### src/rtl/assert_macros.svh
// Assertion helpers shared by the lexer modules.
// Each module that uses them has aclk and aresetn in scope.
`ifndef ASSERT_MACROS_SVH
`define ASSERT_MACROS_SVH

// Property checked at every edge outside reset
`define SQLX_ASSERT(label, prop, msg) \
    label: assert property (@(posedge aclk) disable iff (!aresetn) (prop)) else $error(msg);

// Condition in one cycle implies a result in the next
`define SQLX_ASSERT_NEXT(label, ante, cons, msg) \
    label: assert property (@(posedge aclk) disable iff (!aresetn) (ante) |=> (cons)) else $error(msg);

`endif

### src/rtl/sqlx_pkg.sv
package sqlx_pkg;

    // Defaults for top-level parameters
    localparam int POS_WIDTH_DEF     = 32;
    localparam int KEYWORD_CHARS_DEF = 6;

    // Output field widths
    localparam int OUT_W      = 32;
    localparam int KIND_W     = 5;

    // Keyword table geometry
    localparam int KW_MAX_LEN   = 6;
    localparam int KW_LEN_W     = 3;
    localparam int NUM_KEYWORDS = 15;

    // Token queue between front and back
    localparam int QUEUE_DEPTH = 4;

    // Token kinds
    localparam logic [KIND_W-1:0] KIND_SEMI     = 5'd0;
    localparam logic [KIND_W-1:0] KIND_COMMA    = 5'd1;
    localparam logic [KIND_W-1:0] KIND_LPAREN   = 5'd2;
    localparam logic [KIND_W-1:0] KIND_RPAREN   = 5'd3;
    localparam logic [KIND_W-1:0] KIND_EQUAL    = 5'd4;
    localparam logic [KIND_W-1:0] KIND_STRING   = 5'd5;
    localparam logic [KIND_W-1:0] KIND_NUMBER   = 5'd6;
    localparam logic [KIND_W-1:0] KIND_IDENT    = 5'd7;
    localparam logic [KIND_W-1:0] KIND_KEYWORD0 = 5'd8;
    localparam logic [KIND_W-1:0] KIND_EOF      = 5'd23;

    // Character codes
    localparam logic [7:0] CH_SEMI       = 8'h3B;
    localparam logic [7:0] CH_COMMA      = 8'h2C;
    localparam logic [7:0] CH_LPAREN     = 8'h28;
    localparam logic [7:0] CH_RPAREN     = 8'h29;
    localparam logic [7:0] CH_EQUAL      = 8'h3D;
    localparam logic [7:0] CH_QUOTE      = 8'h27;
    localparam logic [7:0] CH_DOT        = 8'h2E;
    localparam logic [7:0] CH_UNDERSCORE = 8'h5F;

    // Input opcodes
    localparam logic OP_CHAR = 1'b0;
    localparam logic OP_END  = 1'b1;

    // Keyword spellings, first character in the top byte, zero padded
    localparam logic [8*KW_MAX_LEN-1:0] KW_TEXT [NUM_KEYWORDS] = '{
        "SELECT", "INSERT", "UPDATE", "DELETE", "CREATE",
        {"DROP", 16'h0}, {"TABLE", 8'h0}, {"FROM", 16'h0}, {"WHERE", 8'h0},
        {"INTO", 16'h0}, "VALUES", {"SET", 24'h0}, {"AND", 24'h0},
        {"OR", 32'h0}, {"NOT", 24'h0}
    };
    localparam logic [KW_LEN_W-1:0] KW_LEN [NUM_KEYWORDS] = '{
        3'd6, 3'd6, 3'd6, 3'd6, 3'd6, 3'd4, 3'd5, 3'd4, 3'd5, 3'd4, 3'd6,
        3'd3, 3'd3, 3'd2, 3'd3
    };

    // One token on its way from front to back
    typedef struct packed {
        logic [KIND_W-1:0]       kind;
        logic [OUT_W-1:0]        start;
        logic [OUT_W-1:0]        len;
        logic                    last;
        logic                    kw_short;   // length fits a keyword
        logic [KW_LEN_W-1:0]     kw_len;
        logic [8*KW_MAX_LEN-1:0] kw_chars;
    } tok_t;

    // Up to two tokens written per transfer, compacted toward e0
    typedef struct packed {
        logic v0;
        logic v1;
        tok_t e0;
        tok_t e1;
    } push_t;

    function automatic logic is_digit(input logic [7:0] c);
        return (c >= 8'h30) && (c <= 8'h39);
    endfunction

    function automatic logic is_alpha(input logic [7:0] c);
        return ((c >= 8'h41) && (c <= 8'h5A)) || ((c >= 8'h61) && (c <= 8'h7A));
    endfunction

    function automatic logic [7:0] to_upper(input logic [7:0] c);
        return ((c >= 8'h61) && (c <= 8'h7A)) ? c - 8'd32 : c;
    endfunction

    // Keyword lookup: identifier kind when nothing matches
    function automatic logic [KIND_W-1:0] kw_kind(input logic [KW_LEN_W-1:0]     len,
                                                  input logic [8*KW_MAX_LEN-1:0] chars);
        logic [KIND_W-1:0] kind;
        logic              hit;
        logic              found;
        kind  = KIND_IDENT;
        found = 1'b0;
        for (int k = 0; k < NUM_KEYWORDS; k++) begin
            hit = (len == KW_LEN[k]);
            for (int i = 0; i < KW_MAX_LEN; i++) begin
                if ((i < int'(KW_LEN[k])) &&
                    (chars[8*(KW_MAX_LEN-1-i) +: 8] != KW_TEXT[k][8*(KW_MAX_LEN-1-i) +: 8])) begin
                    hit = 1'b0;
                end
            end
            if (hit && !found) begin
                kind  = KIND_KEYWORD0 + KIND_W'(k);
                found = 1'b1;
            end
        end
        return kind;
    endfunction

endpackage

### src/rtl/sqlx_front.sv
`include "assert_macros.svh"

module sqlx_front #(
    parameter int POS_WIDTH     = sqlx_pkg::POS_WIDTH_DEF,
    parameter int KEYWORD_CHARS = sqlx_pkg::KEYWORD_CHARS_DEF
) (
    input  logic            aclk,
    input  logic            aresetn,
    input  logic            s_valid,
    input  logic            s_ready,
    input  logic            s_opcode,
    input  logic [7:0]      s_char_code,
    output sqlx_pkg::push_t push
);

    localparam int IDX_W = $clog2(KEYWORD_CHARS);
    localparam logic [POS_WIDTH-1:0] POS_MAX = '1;

    typedef enum logic [3:0] {
        MODE_IDLE   = 4'b0001,
        MODE_STRING = 4'b0010,
        MODE_NUMBER = 4'b0100,
        MODE_IDENT  = 4'b1000
    } mode_t;

    mode_t                mode_reg, mode_next;
    logic [POS_WIDTH-1:0] pos_reg, pos_next;
    logic [POS_WIDTH-1:0] start_reg, start_next;
    logic [POS_WIDTH-1:0] len_reg, len_next;
    logic [7:0]           kw_buf_reg  [KEYWORD_CHARS];
    logic [7:0]           kw_buf_next [KEYWORD_CHARS];

    logic                 accept;
    logic                 close_v;
    logic                 b_v;
    sqlx_pkg::tok_t       close_tok;
    sqlx_pkg::tok_t       b_tok;

    function automatic logic [POS_WIDTH-1:0] sat_inc(input logic [POS_WIDTH-1:0] v);
        return (v == POS_MAX) ? v : v + 1'b1;
    endfunction

    assign accept = s_valid && s_ready;

    // Token that the open mode would close
    always_comb begin
        close_tok          = '0;
        close_tok.start    = sqlx_pkg::OUT_W'(start_reg);
        close_tok.len      = sqlx_pkg::OUT_W'(len_reg);
        close_tok.kw_short = (len_reg <= POS_WIDTH'(sqlx_pkg::KW_MAX_LEN));
        close_tok.kw_len   = len_reg[sqlx_pkg::KW_LEN_W-1:0];
        for (int i = 0; i < sqlx_pkg::KW_MAX_LEN; i++) begin
            close_tok.kw_chars[8*(sqlx_pkg::KW_MAX_LEN-1-i) +: 8] = kw_buf_reg[i];
        end
        case (mode_reg)
            MODE_STRING: close_tok.kind = sqlx_pkg::KIND_STRING;
            MODE_NUMBER: close_tok.kind = sqlx_pkg::KIND_NUMBER;
            default:     close_tok.kind = sqlx_pkg::KIND_IDENT;
        endcase
    end

    // Lexer step for one transfer
    always_comb begin
        mode_next   = mode_reg;
        pos_next    = pos_reg;
        start_next  = start_reg;
        len_next    = len_reg;
        kw_buf_next = kw_buf_reg;
        close_v     = 1'b0;
        b_v         = 1'b0;
        b_tok       = '0;
        b_tok.start = sqlx_pkg::OUT_W'(pos_reg);
        b_tok.len   = sqlx_pkg::OUT_W'(1);
        b_tok.kind  = sqlx_pkg::KIND_SEMI;

        if (accept) begin
            if (s_opcode == sqlx_pkg::OP_END) begin
                // flush open token, then end of file; back to reset state
                close_v     = (mode_reg != MODE_IDLE);
                b_v         = 1'b1;
                b_tok.kind  = sqlx_pkg::KIND_EOF;
                b_tok.len   = '0;
                mode_next   = MODE_IDLE;
                pos_next    = '0;
                start_next  = '0;
                len_next    = '0;
                for (int i = 0; i < KEYWORD_CHARS; i++) begin
                    kw_buf_next[i] = '0;
                end
            end else begin
                pos_next = sat_inc(pos_reg);
                if (mode_reg == MODE_STRING) begin
                    if (s_char_code == sqlx_pkg::CH_QUOTE) begin
                        close_v   = 1'b1;
                        mode_next = MODE_IDLE;
                    end else begin
                        len_next = sat_inc(len_reg);
                    end
                end else if ((mode_reg == MODE_NUMBER) &&
                             (sqlx_pkg::is_digit(s_char_code) ||
                              (s_char_code == sqlx_pkg::CH_DOT))) begin
                    len_next = sat_inc(len_reg);
                end else if ((mode_reg == MODE_IDENT) &&
                             (sqlx_pkg::is_alpha(s_char_code) ||
                              sqlx_pkg::is_digit(s_char_code) ||
                              (s_char_code == sqlx_pkg::CH_UNDERSCORE))) begin
                    if (len_reg < POS_WIDTH'(KEYWORD_CHARS)) begin
                        kw_buf_next[len_reg[IDX_W-1:0]] = sqlx_pkg::to_upper(s_char_code);
                    end
                    len_next = sat_inc(len_reg);
                end else begin
                    // close whatever is open, then treat the char as in idle
                    close_v   = (mode_reg != MODE_IDLE);
                    mode_next = MODE_IDLE;
                    case (s_char_code)
                        sqlx_pkg::CH_SEMI: begin
                            b_v        = 1'b1;
                            b_tok.kind = sqlx_pkg::KIND_SEMI;
                        end
                        sqlx_pkg::CH_COMMA: begin
                            b_v        = 1'b1;
                            b_tok.kind = sqlx_pkg::KIND_COMMA;
                        end
                        sqlx_pkg::CH_LPAREN: begin
                            b_v        = 1'b1;
                            b_tok.kind = sqlx_pkg::KIND_LPAREN;
                        end
                        sqlx_pkg::CH_RPAREN: begin
                            b_v        = 1'b1;
                            b_tok.kind = sqlx_pkg::KIND_RPAREN;
                        end
                        sqlx_pkg::CH_EQUAL: begin
                            b_v        = 1'b1;
                            b_tok.kind = sqlx_pkg::KIND_EQUAL;
                        end
                        sqlx_pkg::CH_QUOTE: begin
                            mode_next  = MODE_STRING;
                            start_next = pos_reg;
                            len_next   = '0;
                        end
                        default: begin
                            if (sqlx_pkg::is_digit(s_char_code)) begin
                                mode_next  = MODE_NUMBER;
                                start_next = pos_reg;
                                len_next   = POS_WIDTH'(1);
                            end else if (sqlx_pkg::is_alpha(s_char_code) ||
                                         (s_char_code == sqlx_pkg::CH_UNDERSCORE)) begin
                                mode_next      = MODE_IDENT;
                                start_next     = pos_reg;
                                kw_buf_next[0] = sqlx_pkg::to_upper(s_char_code);
                                len_next       = POS_WIDTH'(1);
                            end
                        end
                    endcase
                end
            end
        end
    end

    // Pack results into the queue write, last flag on the final one
    always_comb begin
        push    = '0;
        push.v0 = close_v || b_v;
        push.v1 = close_v && b_v;
        push.e0 = close_v ? close_tok : b_tok;
        push.e1 = b_tok;
        push.e0.last = !(close_v && b_v);
        push.e1.last = 1'b1;
    end

    always_ff @(posedge aclk) begin
        if (!aresetn) begin
            mode_reg  <= MODE_IDLE;
            pos_reg   <= '0;
            start_reg <= '0;
            len_reg   <= '0;
            for (int i = 0; i < KEYWORD_CHARS; i++) begin
                kw_buf_reg[i] <= '0;
            end
        end else begin
            mode_reg   <= mode_next;
            pos_reg    <= pos_next;
            start_reg  <= start_next;
            len_reg    <= len_next;
            kw_buf_reg <= kw_buf_next;
        end
    end

    `SQLX_ASSERT(a_two_needs_open, !push.v1 || (mode_reg != MODE_IDLE), "two tokens from idle mode")

endmodule

### src/rtl/sqlx_queue.sv
`include "assert_macros.svh"

module sqlx_queue (
    input  logic            aclk,
    input  logic            aresetn,
    input  sqlx_pkg::push_t push,
    output logic            in_ready,
    output logic            q_valid,
    output sqlx_pkg::tok_t  q_entry,
    input  logic            q_pop
);

    localparam int DEPTH = sqlx_pkg::QUEUE_DEPTH;
    localparam int PTR_W = $clog2(DEPTH);
    localparam int CNT_W = $clog2(DEPTH + 1);

    sqlx_pkg::tok_t   slot_reg [DEPTH];
    logic [PTR_W-1:0] wr_ptr_reg, wr_ptr_next;
    logic [PTR_W-1:0] rd_ptr_reg, rd_ptr_next;
    logic [CNT_W-1:0] count_reg, count_next;
    logic [CNT_W-1:0] n_push;
    logic             pop;

    // room for a full two-token write
    assign in_ready = (count_reg <= CNT_W'(DEPTH - 2));
    assign q_valid  = (count_reg != '0);
    assign q_entry  = slot_reg[rd_ptr_reg];

    assign pop         = q_pop && q_valid;
    assign n_push      = CNT_W'(push.v0) + CNT_W'(push.v1);
    assign wr_ptr_next = wr_ptr_reg + PTR_W'(n_push);
    assign rd_ptr_next = rd_ptr_reg + PTR_W'(pop);
    assign count_next  = count_reg + n_push - CNT_W'(pop);

    // slot storage
    always_ff @(posedge aclk) begin
        if (push.v0) begin
            slot_reg[wr_ptr_reg] <= push.e0;
        end
        if (push.v1) begin
            slot_reg[wr_ptr_reg + PTR_W'(1)] <= push.e1;
        end
    end

    always_ff @(posedge aclk) begin
        if (!aresetn) begin
            wr_ptr_reg <= '0;
            rd_ptr_reg <= '0;
            count_reg  <= '0;
        end else begin
            wr_ptr_reg <= wr_ptr_next;
            rd_ptr_reg <= rd_ptr_next;
            count_reg  <= count_next;
        end
    end

    `SQLX_ASSERT(a_count_bound, count_reg <= CNT_W'(DEPTH), "queue count over depth")
    `SQLX_ASSERT(a_push_compact, !push.v1 || push.v0, "second write slot used alone")
    `SQLX_ASSERT(a_push_room, !push.v0 || in_ready, "write into a queue without room")

endmodule

### src/rtl/sqlx_back.sv
`include "assert_macros.svh"

module sqlx_back (
    input  logic                          aclk,
    input  logic                          aresetn,
    input  logic                          q_valid,
    input  sqlx_pkg::tok_t                q_entry,
    output logic                          q_pop,
    output logic                          m_valid,
    input  logic                          m_ready,
    output logic [sqlx_pkg::KIND_W-1:0]   m_token_kind,
    output logic [sqlx_pkg::OUT_W-1:0]    m_start_position,
    output logic [sqlx_pkg::OUT_W-1:0]    m_value_length,
    output logic                          m_last
);

    logic                        m_valid_reg, m_valid_next;
    logic [sqlx_pkg::KIND_W-1:0] kind_reg;
    logic [sqlx_pkg::OUT_W-1:0]  start_reg;
    logic [sqlx_pkg::OUT_W-1:0]  len_reg;
    logic                        last_reg;
    logic [sqlx_pkg::KIND_W-1:0] kind_next;
    logic                        load;

    // output register free or being emptied this cycle
    assign q_pop = !m_valid_reg || m_ready;
    assign load  = q_pop && q_valid;

    // keyword resolution for short identifiers
    always_comb begin
        kind_next = q_entry.kind;
        if ((q_entry.kind == sqlx_pkg::KIND_IDENT) && q_entry.kw_short) begin
            kind_next = sqlx_pkg::kw_kind(q_entry.kw_len, q_entry.kw_chars);
        end
    end

    assign m_valid_next = q_pop ? q_valid : m_valid_reg;

    always_ff @(posedge aclk) begin
        if (!aresetn) begin
            m_valid_reg <= 1'b0;
        end else begin
            m_valid_reg <= m_valid_next;
        end
    end

    always_ff @(posedge aclk) begin
        if (load) begin
            kind_reg  <= kind_next;
            start_reg <= q_entry.start;
            len_reg   <= q_entry.len;
            last_reg  <= q_entry.last;
        end
    end

    assign m_valid          = m_valid_reg;
    assign m_token_kind     = kind_reg;
    assign m_start_position = start_reg;
    assign m_value_length   = len_reg;
    assign m_last           = last_reg;

    `SQLX_ASSERT_NEXT(a_load_shows, load, m_valid_reg, "loaded token not presented")
    `SQLX_ASSERT_NEXT(a_hold_stall, m_valid_reg && !m_ready, m_valid_reg && $stable(kind_reg), "stalled token changed")

endmodule

### src/rtl/sql_token_lexer.sv
// Channel  Handshake         Payload
// s_       s_valid/s_ready   s_opcode, s_char_code (one char or end of text)
// m_       m_valid/m_ready   m_token_kind, m_start_position, m_value_length, m_last
//
// One input transfer per cycle while the four-entry token queue has room for two.
// Each char yields up to two tokens; m_ drains one per cycle while m_ready is high.
// Each token is written into the queue, then loaded into the output register on m_.
// Reset is synchronous on aresetn low and clears lexer state, queue and output valid.
// Stalls on m_ fill the queue; s_ready drops only when fewer than two slots are free.
module sql_token_lexer #(
    parameter int POS_WIDTH     = sqlx_pkg::POS_WIDTH_DEF,
    parameter int KEYWORD_CHARS = sqlx_pkg::KEYWORD_CHARS_DEF
) (
    input  logic                        aclk,
    input  logic                        aresetn,
    input  logic                        s_valid,
    output logic                        s_ready,
    input  logic                        s_opcode,
    input  logic [7:0]                  s_char_code,
    output logic                        m_valid,
    input  logic                        m_ready,
    output logic [sqlx_pkg::KIND_W-1:0] m_token_kind,
    output logic [sqlx_pkg::OUT_W-1:0]  m_start_position,
    output logic [sqlx_pkg::OUT_W-1:0]  m_value_length,
    output logic                        m_last
);

    sqlx_pkg::push_t push;
    sqlx_pkg::tok_t  q_entry;
    logic            q_valid;
    logic            q_pop;

    sqlx_front #(
        .POS_WIDTH     (POS_WIDTH),
        .KEYWORD_CHARS (KEYWORD_CHARS)
    ) u_front (
        .aclk        (aclk),
        .aresetn     (aresetn),
        .s_valid     (s_valid),
        .s_ready     (s_ready),
        .s_opcode    (s_opcode),
        .s_char_code (s_char_code),
        .push        (push)
    );

    sqlx_queue u_queue (
        .aclk     (aclk),
        .aresetn  (aresetn),
        .push     (push),
        .in_ready (s_ready),
        .q_valid  (q_valid),
        .q_entry  (q_entry),
        .q_pop    (q_pop)
    );

    sqlx_back u_back (
        .aclk             (aclk),
        .aresetn          (aresetn),
        .q_valid          (q_valid),
        .q_entry          (q_entry),
        .q_pop            (q_pop),
        .m_valid          (m_valid),
        .m_ready          (m_ready),
        .m_token_kind     (m_token_kind),
        .m_start_position (m_start_position),
        .m_value_length   (m_value_length),
        .m_last           (m_last)
    );

endmodule

### config.mk
export PLATFORM = sky130hd
export DESIGN_NAME = sql_token_lexer
export DESIGN_NICKNAME = d
export VERILOG_FILES = /design/src/rtl/sqlx_pkg.sv /design/src/rtl/sqlx_front.sv /design/src/rtl/sqlx_queue.sv /design/src/rtl/sqlx_back.sv /design/src/rtl/sql_token_lexer.sv
export VERILOG_INCLUDE_DIRS = /design/src /design/src/rtl
export SDC_FILE = /design/constraint.sdc
export NUM_CORES = 1
export LEC_CHECK = 0
export BUFFER_PORTS_ARGS = -buffer_cell sky130_fd_sc_hd__buf_4
export CELL_PAD_IN_SITES_DETAIL_PLACEMENT = 0
export CELL_PAD_IN_SITES_GLOBAL_PLACEMENT = 1
export CORE_MARGIN = 2
export CORE_UTILIZATION = 50
export CTS_BUF_LIST = sky130_fd_sc_hd__clkbuf_16
export CTS_CLUSTER_SIZE = 28
export DETAILED_ROUTE_END_ITERATION = 6
export PLACE_DENSITY_LB_ADDON = 0.05
export SYNTH_ARGS = -nofsm -noshare
export SYNTH_HDL_FRONTEND = slang
export SYNTH_HIERARCHICAL = 1
export SYNTH_SLANG_ARGS = --single-unit
### constraint.sdc
create_clock -name aclk -period 17.39 [get_ports aclk]
set_input_delay 1.739 -clock aclk [delete_from_list [all_inputs] [get_ports aclk]]
set_output_delay 1.739 -clock aclk [all_outputs]
set_load 0.02 [all_outputs]
======== Yosys cells after proc, flatten, opt, wreduce, memory -nomap -nowiden ========
Memory sizes are Yosys's and may differ from the RTL's. A register that Yosys moved wholly into a read port is not among the register bits.
Cells that the tools add are included.
storage, ports and cells
  register bits after elaboration ......... 226
  memory bits (writable) .................. 488
  output and inout port bits .............. 72
  logic and storage cells ................. 369
  memories ................................ 1
memory list
  name              depth  bits a word  rd ports  clocked after memory_dff  write ports  line              RTL
  u_queue.slot_reg  4      122          1         1                         2            sqlx_queue.sv:17  sqlx_pkg::tok_t slot_reg [DEPTH];
operators by class
  $add $sub $neg .......................... 9
  order comparisons ....................... 11
  equality and inequality tests ........... 74
  multiplexer cells ....................... 194
  bitwise gates (word level) .............. 1
  reductions and logical operators ........ 61
operators with widths
  operator                                                            number
  2-to-1 mux 32 bit                                                   17
  != test 8 x 7 -> 1 bit (second input constant)                      41
  2-to-1 mux 48 bit                                                   4
  2-to-1 mux 1 bit                                                    129
  one-hot mux 32 bit (2 select lines)                                 2
  2-to-1 mux 122 bit                                                  1
  2-to-1 mux 5 bit                                                    20
  adder 32 x 1 -> 32 bit (second input constant)                      2
  == test 32 bit (second input constant)                              2
  == test 8 x 6 -> 1 bit (second input constant)                      7
  bitwise mux 48 bit                                                  1
  2-to-1 mux 8 bit                                                    6
  2-to-1 mux 40 bit                                                   1
  <= comparator 32 x 3 -> 1 bit (second input constant)               1
  < comparator 32 x 3 -> 1 bit (second input constant)                1
  2-to-1 mux 4 bit                                                    8
  demux 8 bit (select 3 bit)                                          1
  logical AND 1 bit                                                   24
  greater-or-equal comparator 8 x 7 -> 1 bit (second input constant)  2
  <= comparator 8 x 7 -> 1 bit (second input constant)                2
  logical NOT 1 bit                                                   16
  != test 3 bit (second input constant)                               4
  one-hot mux 3 bit (4 select lines)                                  1
  == test 3 bit (second input constant)                               3
  40 further kinds                                                    54

======== Longest topological paths before layout ========
Gate-level depths: netlist of the first run.
  depth in word-level cells ............... 66
  mapped depth ............................ 18

======== Hierarchy ========
The synthesis of the first run kept the hierarchy.
by module, submodules not included
  module      instances  cells each  area each (sq um)  seq. area each (sq um)
  sqlx_queue  1          1,224       23,770.3           14,794.2
  sqlx_front  1          1,003       8,441.8            2,962.8
  sqlx_back   1          204         3,026.7            2,122.0

======== Worst setup path before layout of the first run ========
No wires, ideal clock.
  kind .................................... input -> register
  start ................................... input s_char_code[4]
  end ..................................... memory u_queue/slot_reg[2][0] in the netlist's numbering (enable)
  data arrival time ....................... 12.106 ns
  setup slack ............................. 4.513 ns
  cell stages on the path ................. 11
  buffers on the path ..................... 2
  cell sequence ........................... buf_2 > nor3_1 > nand2_1 > and3_1 > nor3_4 > o31ai_4 > or2_4 > buf_6 > nand2_1 > nand2b_1 > o21ai_0
RTL lines
  element      line                   RTL
  from (decl)  sql_token_lexer.sv:19  input logic [7:0] s_char_code,
  to (decl)    sqlx_queue.sv:17

==> run_results.csv, run 1 <==
group,metric,value,unit
outcome,status,"finished, final reports clean",
synth,synth-simple-area-share,8.68,%
route,drc_errors,0,
setup_path,critical_path.max_fanout,53,
clock_network,cts_buffer_depth,3,
finish,nNetsFinal,2517,
synth,synth_compound_area_share,4.40,%
clock_network,cts_tree,"yes",
floorplan,initial_core_util,50.4,%
power_and_ir_drop,p_leak,14.3,nW
synth,ys.flop_type,"edfxtp_1",
power_and_ir_drop,vdd_drop_max,0.0000962,V
global_route,grt_pass1_wl,132000,µm
timing,rsz0062_at_grt,"false",
place,gp_congestion,0.845,
timing,hold_viol,0,
finish,nFillCells,5834,
place,placed_area,36400,µm²
clock_network,post_cts_buffers,0,
clock_network,postCtsHoldBufs,0,
route,vias,20661,
synth,avgSynthCellArea,14.5,µm²
timing,slew_headroom,21.9,%
power_and_ir_drop,p_sw_share,28.9,%
timing,fin_crit,6720,ps
finish,post-route-util,55.5,%
route,drtAntennaViolNets,0,
synth,ys_ff_latch,714,
timing,max_freq,149,MHz
synth,yosysWarnings,6,
hold_path,hp-class,"register to register",
job,cap_viol_max_count,0,
power_and_ir_drop,intPower,3.31,mW
floorplan,die_y,269,µm
power_and_ir_drop,p_sw,1.34,mW
synth,ys_top_cells_by_area,"edfxtp_1 48%, mux2_2 16%, dfxtp_1 8.9%",
clock_network,clk_pin_slew,60,ps
floorplan,ioPinCount,85,
power_and_ir_drop,seq_power_share,45.3,%
place,place.port_buffers,84,
timing,post-route-period-util,38.6,%
synth,synth-xor-area-share,0.749,%
finish,area_growth,10.0,%
power_and_ir_drop,combPwrFrac,21.7,%
setup_path,cp-start-kind,"primary input",
clock_network,insertion_delay,620,ps
synth,syn_area,35200,µm²
global_route,track_usage,23.7,%
synth,synth_cells,2431,
floorplan,coreArea,69900,µm²
finish,largest_reg_flops,488,
setup_path,critPathArrivalTime,7080,ps
power_and_ir_drop,pwr-share-clk,33.0,%
synth,synth_top_area_share,47.6,%
floorplan,die_width,269,µm
clock_network,cts_resized,0,
route,wire_per_inst,24.8,µm
timing,fin_skew,18.4,ps
route,viasPerCell,5.91,
global_route,grt_max_degree,123,
synth,synth_mux_area_share,25.1,%
route,drt_iter0_markers,1463,
clock_network,cts_sinks,714,
synth,synth_top_family_by_area,"multiplexers",
global_route,grt_pass1_vias,21567,
route,wirelength,86700,µm
setup_path,critical_path_required,17750,ps
setup_path,critical_path_class,"primary input to register",
timing,setup_viol,0,
timing,finalSetupTns,0,ps
synth,synth_top_cell_by_area,"edfxtp_1",
finish,drive_above_1_share,35.9,%
floorplan,die_area,72600,µm²
place,hpwl,49000,µm
synth,ys_types,91,
clock_network,htreeDepth,3,
setup_path,endpoint_kind,"register",
place,dp.cells,3351,
synth,synth_fa_ha_area_share,0.483,%
timing,tightest_slew,1150,ps
clock_network,numCtsBuffers,78,
timing,final_max_slew_viol_count,0,
finish,instances_no_fill,3497,
finish,design_area,38800,µm²
route,first_pass_iters,5,
floorplan,rows,97,
global_route,overflow,0,
clock_network,cts_root_buf,"clkbuf_16",
synth,yosysSeqAreaShare,56.4,%
global_route,antenna_found_initial,3,
synth,synth-async-reset-ratio,0,%
synth,synth_edf_count,558,
power_and_ir_drop,powerDensity,120,nW/µm²
power groups by stage:
stage | Combinational, mW | Clock, mW | Sequential [mW]
CTS | 1.02 | 1.58 | 2.11
floorplan | 0.564 | 0 | 2.25
global route | 1.08 | 1.64 | 2.13
detailed placement | 1.02 | 0 | 2.15
global placement | 1.02 | 0 | 2.14
finish | 1.01 | 1.54 | 2.11
worst paths after layout:
check	startpoint	to	slack, ps	cells after the start
worst max-delay path	s_char_code[6]	u_queue/slot_reg[0][106]$_DFFE_PP_	10670	12
worst min-delay path	u_front/close_tok[42]$_SDFFE_PN0P_	u_front/close_tok[42]$_SDFFE_PN0P_	450	2
worst max register to register	u_front/mode_reg[2]$_SDFFE_PN0P_	u_queue/slot_reg[0][106]$_DFFE_PP_	11610	11
worst min register to register	u_front/close_tok[42]$_SDFFE_PN0P_	u_front/close_tok[42]$_SDFFE_PN0P_	450	2
metrics by stage:
step	power [mW]	worst slack, ps	hold slack, ps
4_1_cts	4.72	10730	456
6_report	4.66	10670	452
5_1_grt	4.85	10410	476
3_5_place_dp	3.17	10050	443
2_1_floorplan	2.81	4510	430
3_3_place_gp	3.17	10080	438
layout make-up:
class,instances,area (µm²),area share [%]
multi-input cells,1546,14300,36.8
diodes,2,5.00,0.0129
repair buffers,124,968,2.50
inverters,27,101,0.261
clock inverters,64,350,0.903
flip-flops and latches,714,19900,51.3
well taps,940,1180,3.03
clock buffers,80,2000,5.16
per-layer routing:
layer | GRT usage, % | wire (µm)
met1 | 32.5 | 39200
met2 | 39.8 | 42100
met3 | 3.20 | 3650
met4 | 6.36 | 1720
met5 | 0 | 23
cell usage after synthesis (17+ instances only):
master,count
edfxtp_1,558
mux2_2,488
dfxtp_1,156
mux4_2,122
buf_4,102
o21ai_0,98
and2_1,89
nand3_1,82
nand2_1,75
nor2_1,70
buf_2,67
clkbuf_1,49
a21oi_1,35
nand4_1,35
a22o_1,31
mux2_4,31
nor3_1,28
inv_1,25
nor4_1,24
or3_1,17
critical path: stages:
cell     delay, ps
buf_4          150
nor3b_1        420
nand3_1        350
a21oi_4        290
nor3_4         120
o31ai_4        450
or2_4          640
nor2_1         290
nand3_4        500
buf_4          710
buf_4          870
mux2_2         420
layout by cell type (no fill, tap or decap), types with 24 or more instances in the layout:
cell type and instances:
conb_1 86, nor3_1 28, buf_4 121, mux4_2 122, a22o_1 31, a21oi_1 35, mux2_4 31, nand2_1 75
mux2_2 488, nand4_1 35, o21ai_0 95, and2_1 88, nor4_1 24, inv_1 50, nand3_1 81, dfxtp_1 154
clkbuf_16 80, edfxtp_1 558, nor2_1 65
cells by family (layout without fill, tap and decap cells):
logic type      Yosys count  after routing
fa+ha+maj                13             13
compound gates          237            237
simple gates            530            530
flops                   714            714
other cells               2             88
buf+inv                 255            295
mux                     653            653
xor+xnor                 27             27
Note: power is estimated with default switching activity, not from simulation.
==> run 2: changes to the inputs <==
==> constraint.sdc (replaced) <==
create_clock -name aclk -period 6.95 [get_ports aclk]
set_input_delay 0.695 -clock aclk [delete_from_list [all_inputs] [get_ports aclk]]
set_output_delay 0.695 -clock aclk [all_outputs]
set_load 0.02 [all_outputs]
==> run 2 against run 1 <==
  * Hold slack worse by 1.7 ps
  * Critical path type is now register to register
  * Highest routed layer unchanged
  * Largest power group unchanged
  * Core utilization is 0.40 points higher
  * Total power grew to 2.6 times the previous value
  * Final cell count is 0.26% higher
  * Global-route usage is 0.20 points higher
==> run_results.csv, run 2 (same netlist as run 1, synthesis figures left out) <==
group,metric,value,unit
place,placed_area,36600,µm²
global_route,grt_max_degree,123,
timing,final_max_slew_viol_count,0,
setup_path,endpoint_kind,"register",
outcome,status,"finished, final reports clean",
route,viasPerCell,5.92,
floorplan,ioPinCount,85,
timing,setup_viol,0,
timing,fin_crit,4830,ps
timing,hold_viol,0,
floorplan,die_width,269,µm
hold_path,hp-class,"register to register",
clock_network,cts_buffer_depth,3,
power_and_ir_drop,intPower,8.50,mW
route,drt_iter0_markers,1618,
setup_path,slowest_delay,770,ps
route,vias,20768,
timing,hold_slack,450,ps
place,gp_congestion,0.865,
clock_network,postCtsHoldBufs,0,
power_and_ir_drop,powerDensity,304,nW/µm²
clock_network,numCtsBuffers,78,
setup_path,crit_chain,"a21oi_1 > and2_0 > nand2_1 > nor4b_1 > a21oi_1 > nor2_1 > mux2i_1 > nor2_4 > buf_4",
floorplan,die_y,269,µm
floorplan,initial_core_util,50.4,%
global_route,overflow,0,
finish,n_antenna_cell,0,
finish,area_growth,10.8,%
place,dp.cells,3363,
setup_path,critical_path.max_fanout,24,
setup_path,worst_path_most_repeated_cell,"a21oi_1",
route,wirelength,87100,µm
timing,fin_skew,20.0,ps
setup_path,critical_path_required,7200,ps
clock_network,post_cts_buffers,0,
route,wire_per_inst,24.8,µm
clock_network,clk_pin_slew,60,ps
clock_network,cts_tree,"yes",
finish,nFillCells,5764,
power_and_ir_drop,seq_power_share,44.6,%
place,hpwl,50900,µm
global_route,track_usage,23.9,%
finish,post-route-util,55.9,%
power_and_ir_drop,pwr-share-clk,33.9,%
setup_path,cp-start-kind,"register",
timing,max_freq,207,MHz
job,cap_viol_max_count,0,
timing,rsz0062_at_grt,"false",
global_route,grt_pass1_vias,21456,
power_and_ir_drop,p_sw_share,28.6,%
power_and_ir_drop,p_leak,14.4,nW
finish,largest_reg_flops,488,
power_and_ir_drop,vdd_drop_max,0.000209,V
finish,final_cell_mix,"558 x edfxtp_1, 488 x mux2_2, 154 x dfxtp_1",
power_and_ir_drop,combPwrFrac,21.4,%
floorplan,coreArea,69900,µm²
finish,drive_above_1_share,36.2,%
route,first_pass_iters,7,
route,drc_errors,0,
timing,post-route-period-util,69.5,%
timing,tightest_slew,1190,ps
clock_network,insertion_delay,620,ps
timing,slew_headroom,19.7,%
power_and_ir_drop,p_sw,3.40,mW
global_route,grt_pass1_wl,133000,µm
clock_network,cts_root_buf,"clkbuf_16",
floorplan,rows,97,
setup_path,critical_path_buf_inv_count,1,
setup_path,critical_path_class,"register to register",
setup_path,cp_slowest_cell,"nor2_4",
clock_network,cts_sinks,714,
finish,instances_no_fill,3506,
finish,final_common_cell,"edfxtp_1",
global_route,antenna_found_initial,3,
floorplan,die_area,72600,µm²
setup_path,critical_path.top_delay_family,"simple AND/OR/NAND/NOR gates",
route,drtAntennaViolNets,0,
setup_path,critPathArrivalTime,5090,ps
finish,design_area,39100,µm²
clock_network,htreeDepth,3,
place,place.port_buffers,84,
clock_network,cts_resized,0,
finish,nNetsFinal,2529,
## run 2: changes by cell type in the layout (fill, tap and decap cells not counted), moves of 2 or more
cell / change
clkinv_2: -5
buf_4: +7
clkinv_8: +2
buf_12: +5
inv_6: -4
bufinv_16: +5
diode_2: -2
## run 2: cell type report
| type | instances | area, µm² | area share [%] |
|---|---|---|---|
| clock buffers | 80 | 2000 | 5.13 |
| clock inverters | 63 | 480 | 1.23 |
| inverters | 27 | 101 | 0.260 |
| multi-input cells | 1546 | 14300 | 36.6 |
| flip-flops and latches | 714 | 19900 | 50.9 |
| well taps | 940 | 1180 | 3.01 |
| repair buffers | 136 | 1120 | 2.87 |
## run 2: path summary, 6_finish.rpt
| kind | from | endpoint | slack (ps) | cells after the start |
|---|---|---|---|---|
| worst max-delay path | u_queue/count_reg[0]$_SDFF_PN0_ | u_queue/slot_reg[1][100]$_DFFE_PP_ | 2120 | 9 |
| worst min-delay path | u_front/close_tok[40]$_SDFFE_PN0P_ | u_front/close_tok[40]$_SDFFE_PN0P_ | 450 | 2 |
| worst max register to register | u_queue/count_reg[0]$_SDFF_PN0_ | u_queue/slot_reg[1][100]$_DFFE_PP_ | 2120 | 9 |
| worst min register to register | u_front/close_tok[40]$_SDFFE_PN0P_ | u_front/close_tok[40]$_SDFFE_PN0P_ | 450 | 2 |
## run 2: power groups by stage
| stage | clock [mW] | sequential [mW] | combinational (mW) |
|---|---|---|---|
| after global routing | 4.28 | 5.35 | 2.71 |
| after floorplan | 0 | 5.60 | 1.41 |
| after CTS | 4.14 | 5.32 | 2.58 |
| final | 4.03 | 5.31 | 2.55 |
| after detailed placement | 0 | 5.40 | 2.57 |
| after global placement | 0 | 5.39 | 2.57 |
## run 2: worst min-delay path, delay by kind of cell, from the launching register on
| family | cells | cell delay, ps |
|---|---|---|
| and+or+nand+nor | 1 | 50 |
| DFF | 1 | 300 |
| muxes | 1 | 50 |
## run 2: layer usage
layer	vias to the layer above	global-route usage [%]	part of all wire, %
li1	9499	-	-
met1	10711	33.0	45
met2	457	39.9	49
met3	97	3.38	4.5
met4	4	5.96	1.9
met5	-	0	0.025
## run 2: metrics by stage
step | total power [mW] | worst slack (ps) | setup TNS [ps]
floorplan | 7.02 | -1590 | -388480
global placement | 7.96 | 1680 | 0
detailed placement | 7.97 | 1580 | 0
CTS | 12.0 | 2100 | 0
global route | 12.4 | 1730 | 0
finish | 11.9 | 2120 | 0
==> run 3: changes to the inputs <==
--- a/config.mk
+++ b/config.mk
@@ -10,7 +10,7 @@
 export CELL_PAD_IN_SITES_DETAIL_PLACEMENT = 0
 export CELL_PAD_IN_SITES_GLOBAL_PLACEMENT = 1
 export CORE_MARGIN = 2
-export CORE_UTILIZATION = 50
+export CORE_UTILIZATION = 48
 export CTS_BUF_LIST = sky130_fd_sc_hd__clkbuf_16
 export CTS_CLUSTER_SIZE = 28
 export DETAILED_ROUTE_END_ITERATION = 6
==> constraint.sdc (replaced) <==
create_clock -name aclk -period 4.1 [get_ports aclk]
set_input_delay 0.41 -clock aclk [delete_from_list [all_inputs] [get_ports aclk]]
set_output_delay 0.41 -clock aclk [all_outputs]
set_load 0.02 [all_outputs]
==> run 3 against run 2 <==
  * Combinational power increased by 77%
  * Final cell count increased by 1.8%
  * Total power rose by 70%
  * Highest routed layer unchanged
  * Clock skew is 2.3 ps higher
  * Sequential power increased by 68%
  * Flip-flop and latch count unchanged
  * Critical path type unchanged
  * Die area increased by 4.1%
  * Maximum frequency rose by 28%
  * Hold slack lost 280 ps
  * Via count hardly changed
==> run_results.csv, run 3 (same netlist as run 1, synthesis figures left out) <==
group,metric,value,unit
clock_network,cts_buffer_depth,3,
clock_network,clk_pin_slew,70,ps
clock_network,numCtsBuffers,79,
finish,area_growth,12.6,%
hold_path,min_to,"u_back/m_valid$_SDFFE_PN0N_",
global_route,overflow,0,
setup_path,cp-start-kind,"register",
setup_path,r2r_cells,16,
floorplan,coreArea,72800,µm²
floorplan,initial_core_util,48.4,%
timing,post-route-period-util,91.9,%
floorplan,die_width,275,µm
power_and_ir_drop,powerDensity,511,nW/µm²
finish,drive_above_1_share,37.5,%
setup_path,critical_path.max_fanout,10,
hold_path,whs_path_depth,2,
route,drc_errors,0,
setup_path,critical_path_buf_inv_count,3,
clock_network,cts_sinks,714,
route,drt_iter0_markers,1460,
clock_network,insertion_delay,640,ps
setup_path,slowest_delay,540,ps
setup_path,r2r_end,"u_queue/count_reg[2]$_SDFF_PN0_",
timing,fin_skew,22.2,ps
timing,fin_crit,3770,ps
finish,n_antenna_cell,0,
route,vias,20776,
floorplan,die_y,275,µm
route,drtAntennaViolNets,0,
clock_network,htreeDepth,3,
place,gp_congestion,0.817,
route,wirelength,88100,µm
timing,setup_viol,0,
route,first_pass_iters,5,
outcome,status,"finished, final reports clean",
clock_network,cts_tree,"yes",
setup_path,worst_path_most_repeated_cell,"ha_1",
setup_path,rr_startpoint,"u_front/mode_reg[3]$_SDFFE_PN0P_",
global_route,grt_pass1_vias,21754,
hold_path,hp-class,"primary input to register",
clock_network,cts_root_buf,"clkbuf_16",
finish,final_common_cell,"edfxtp_1",
timing,max_freq,266,MHz
finish,nNetsFinal,2570,
hold_path,worstHoldStart,"aresetn",
setup_path,critical_path.top_delay_family,"simple AND/OR/NAND/NOR gates",
timing,final_max_slew_viol_count,0,
global_route,track_usage,23.7,%
timing,slew_headroom,24.8,%
floorplan,rows,99,
timing,hold_viol,0,
setup_path,critical_path_required,4650,ps
global_route,grt_pass1_wl,135000,µm
timing,fin_ws,334,ps
timing,tightest_slew,1120,ps
setup_path,cp_slowest_cell,"or4b_4",
power_and_ir_drop,p_leak,14.7,nW
setup_path,endpoint_kind,"register",
finish,nFillCells,6007,
route,wire_per_inst,24.7,µm
timing,rsz0062_at_grt,"false",
setup_path,crit_chain,"or4b_4 > nor2_1 > and3_4 > buf_4 > nor3_4 > o31ai_4 > or2_4 > nand2_4 > ha_1 > inv_1 > ha_1 > inv_1 > ha_1 > fa_1 > xnor3_1 > nor2b_1",
place,place.port_buffers,84,
power_and_ir_drop,vdd_drop_max,0.000391,V
floorplan,die_area,75600,µm²
finish,final_cell_mix,"558 x edfxtp_1, 488 x mux2_2, 154 x dfxtp_1",
job,cap_viol_max_count,0,
power_and_ir_drop,power,20.3,mW
setup_path,regToRegSetupSlack,330,ps
global_route,antenna_found_initial,2,
clock_network,post_cts_buffers,0,
global_route,grt_max_degree,78,
place,dp_slack,33.7,ps
floorplan,ioPinCount,85,
setup_path,critical_path_class,"register to register",
route,viasPerCell,5.82,
setup_path,critPathArrivalTime,4320,ps
finish,largest_reg_flops,488,
place,hpwl,52300,µm
[run 3: cell count changes in the layout (fill, tap and decap cells not counted), moves of 3 or more]
cell and change:
buf_4 +25, inv_1 -5, buf_12 +15, clkinv_2 -3, bufinv_16 -3, clkinv_1 +11
inv_16 +3
[run 3: worst max-delay path by stage]
stage / to / cells past startpoint / from
6_report: u_queue/count_reg[2]$_SDFF_PN0_ / 16 / u_front/mode_reg[3]$_SDFFE_PN0P_
3_5_place_dp: u_queue/slot_reg[1][78]$_DFFE_PP_ / 15 / s_char_code[5]
5_1_grt: u_queue/count_reg[2]$_SDFF_PN0_ / 15 / u_front/mode_reg[2]$_SDFFE_PN0P_
3_3_place_gp: u_queue/count_reg[2]$_SDFF_PN0_ / 19 / s_char_code[5]
4_1_cts: u_queue/count_reg[2]$_SDFF_PN0_ / 16 / u_front/mode_reg[2]$_SDFFE_PN0P_
2_1_floorplan: u_queue/slot_reg[0][0]$_DFFE_PP_ / 11 / s_char_code[1]
[run 3: routing by layer]
layer,vias to the layer above,part of all wire (%),GRT usage (%)
li1,9554,-,-
met1,10613,45,33.0
met2,486,48,38.8
met3,119,4.6,3.73
met4,4,2.4,6.57
met5,-,0.034,0
[run 3: worst reg2reg max path: stages (launching register included)]
cell and delay [ps]:
dfxtp_1 410, or4b_4 540, nor2_1 130, and3_4 190, buf_4 130, nor3_4 90, o31ai_4 200, or2_4 200
nand2_4 70, ha_1 300, inv_1 50, ha_1 260, inv_1 40, ha_1 190, fa_1 440, xnor3_1 340
nor2b_1 120
[run 3: cell type report]
| cell class | count | area (µm²) | area share (%) |
|---|---|---|---|
| clock buffer | 82 | 2050 | 5.17 |
| sequential | 714 | 19900 | 50.1 |
| tap | 959 | 1200 | 3.02 |
| timing repair buffer | 176 | 1610 | 4.06 |
| clock inverter | 65 | 435 | 1.10 |
| inverter | 27 | 101 | 0.255 |
| multi-input combinational | 1546 | 14400 | 36.3 |
[run 3: repair_timing]
| item | CTS | global route |
|---|---|---|
| hold buffers | 0 | 0 |
| resized for setup | 0 | 1 |
| endpoints found under the setup margin | 0 | 1 |
[run 3: power breakdown]
part	leakage [nW]	internal (mW)	switching [mW]
sequential	6.76	8.64	0.269
clock	1.29	3.89	2.95
combinational	6.64	1.88	2.64
total	14.7	14.4	5.86
[run 3: metrics by stage]
step / util, % / TNS [ps] / cells / cell area, µm² / hold WS, ps
finish: 54.5 / 0 / 3569 / 39700 / 174
global route: 54.5 / 0 / 3569 / 39700 / 157
CTS: 54.5 / 0 / 3569 / 39700 / 142
detailed placement: 51.0 / 0 / 3422 / 37200 / 444
global placement: 51.0 / 0 / 3422 / 37200 / 439
floorplan: - / -197680 / 2515 / 35700 / 430
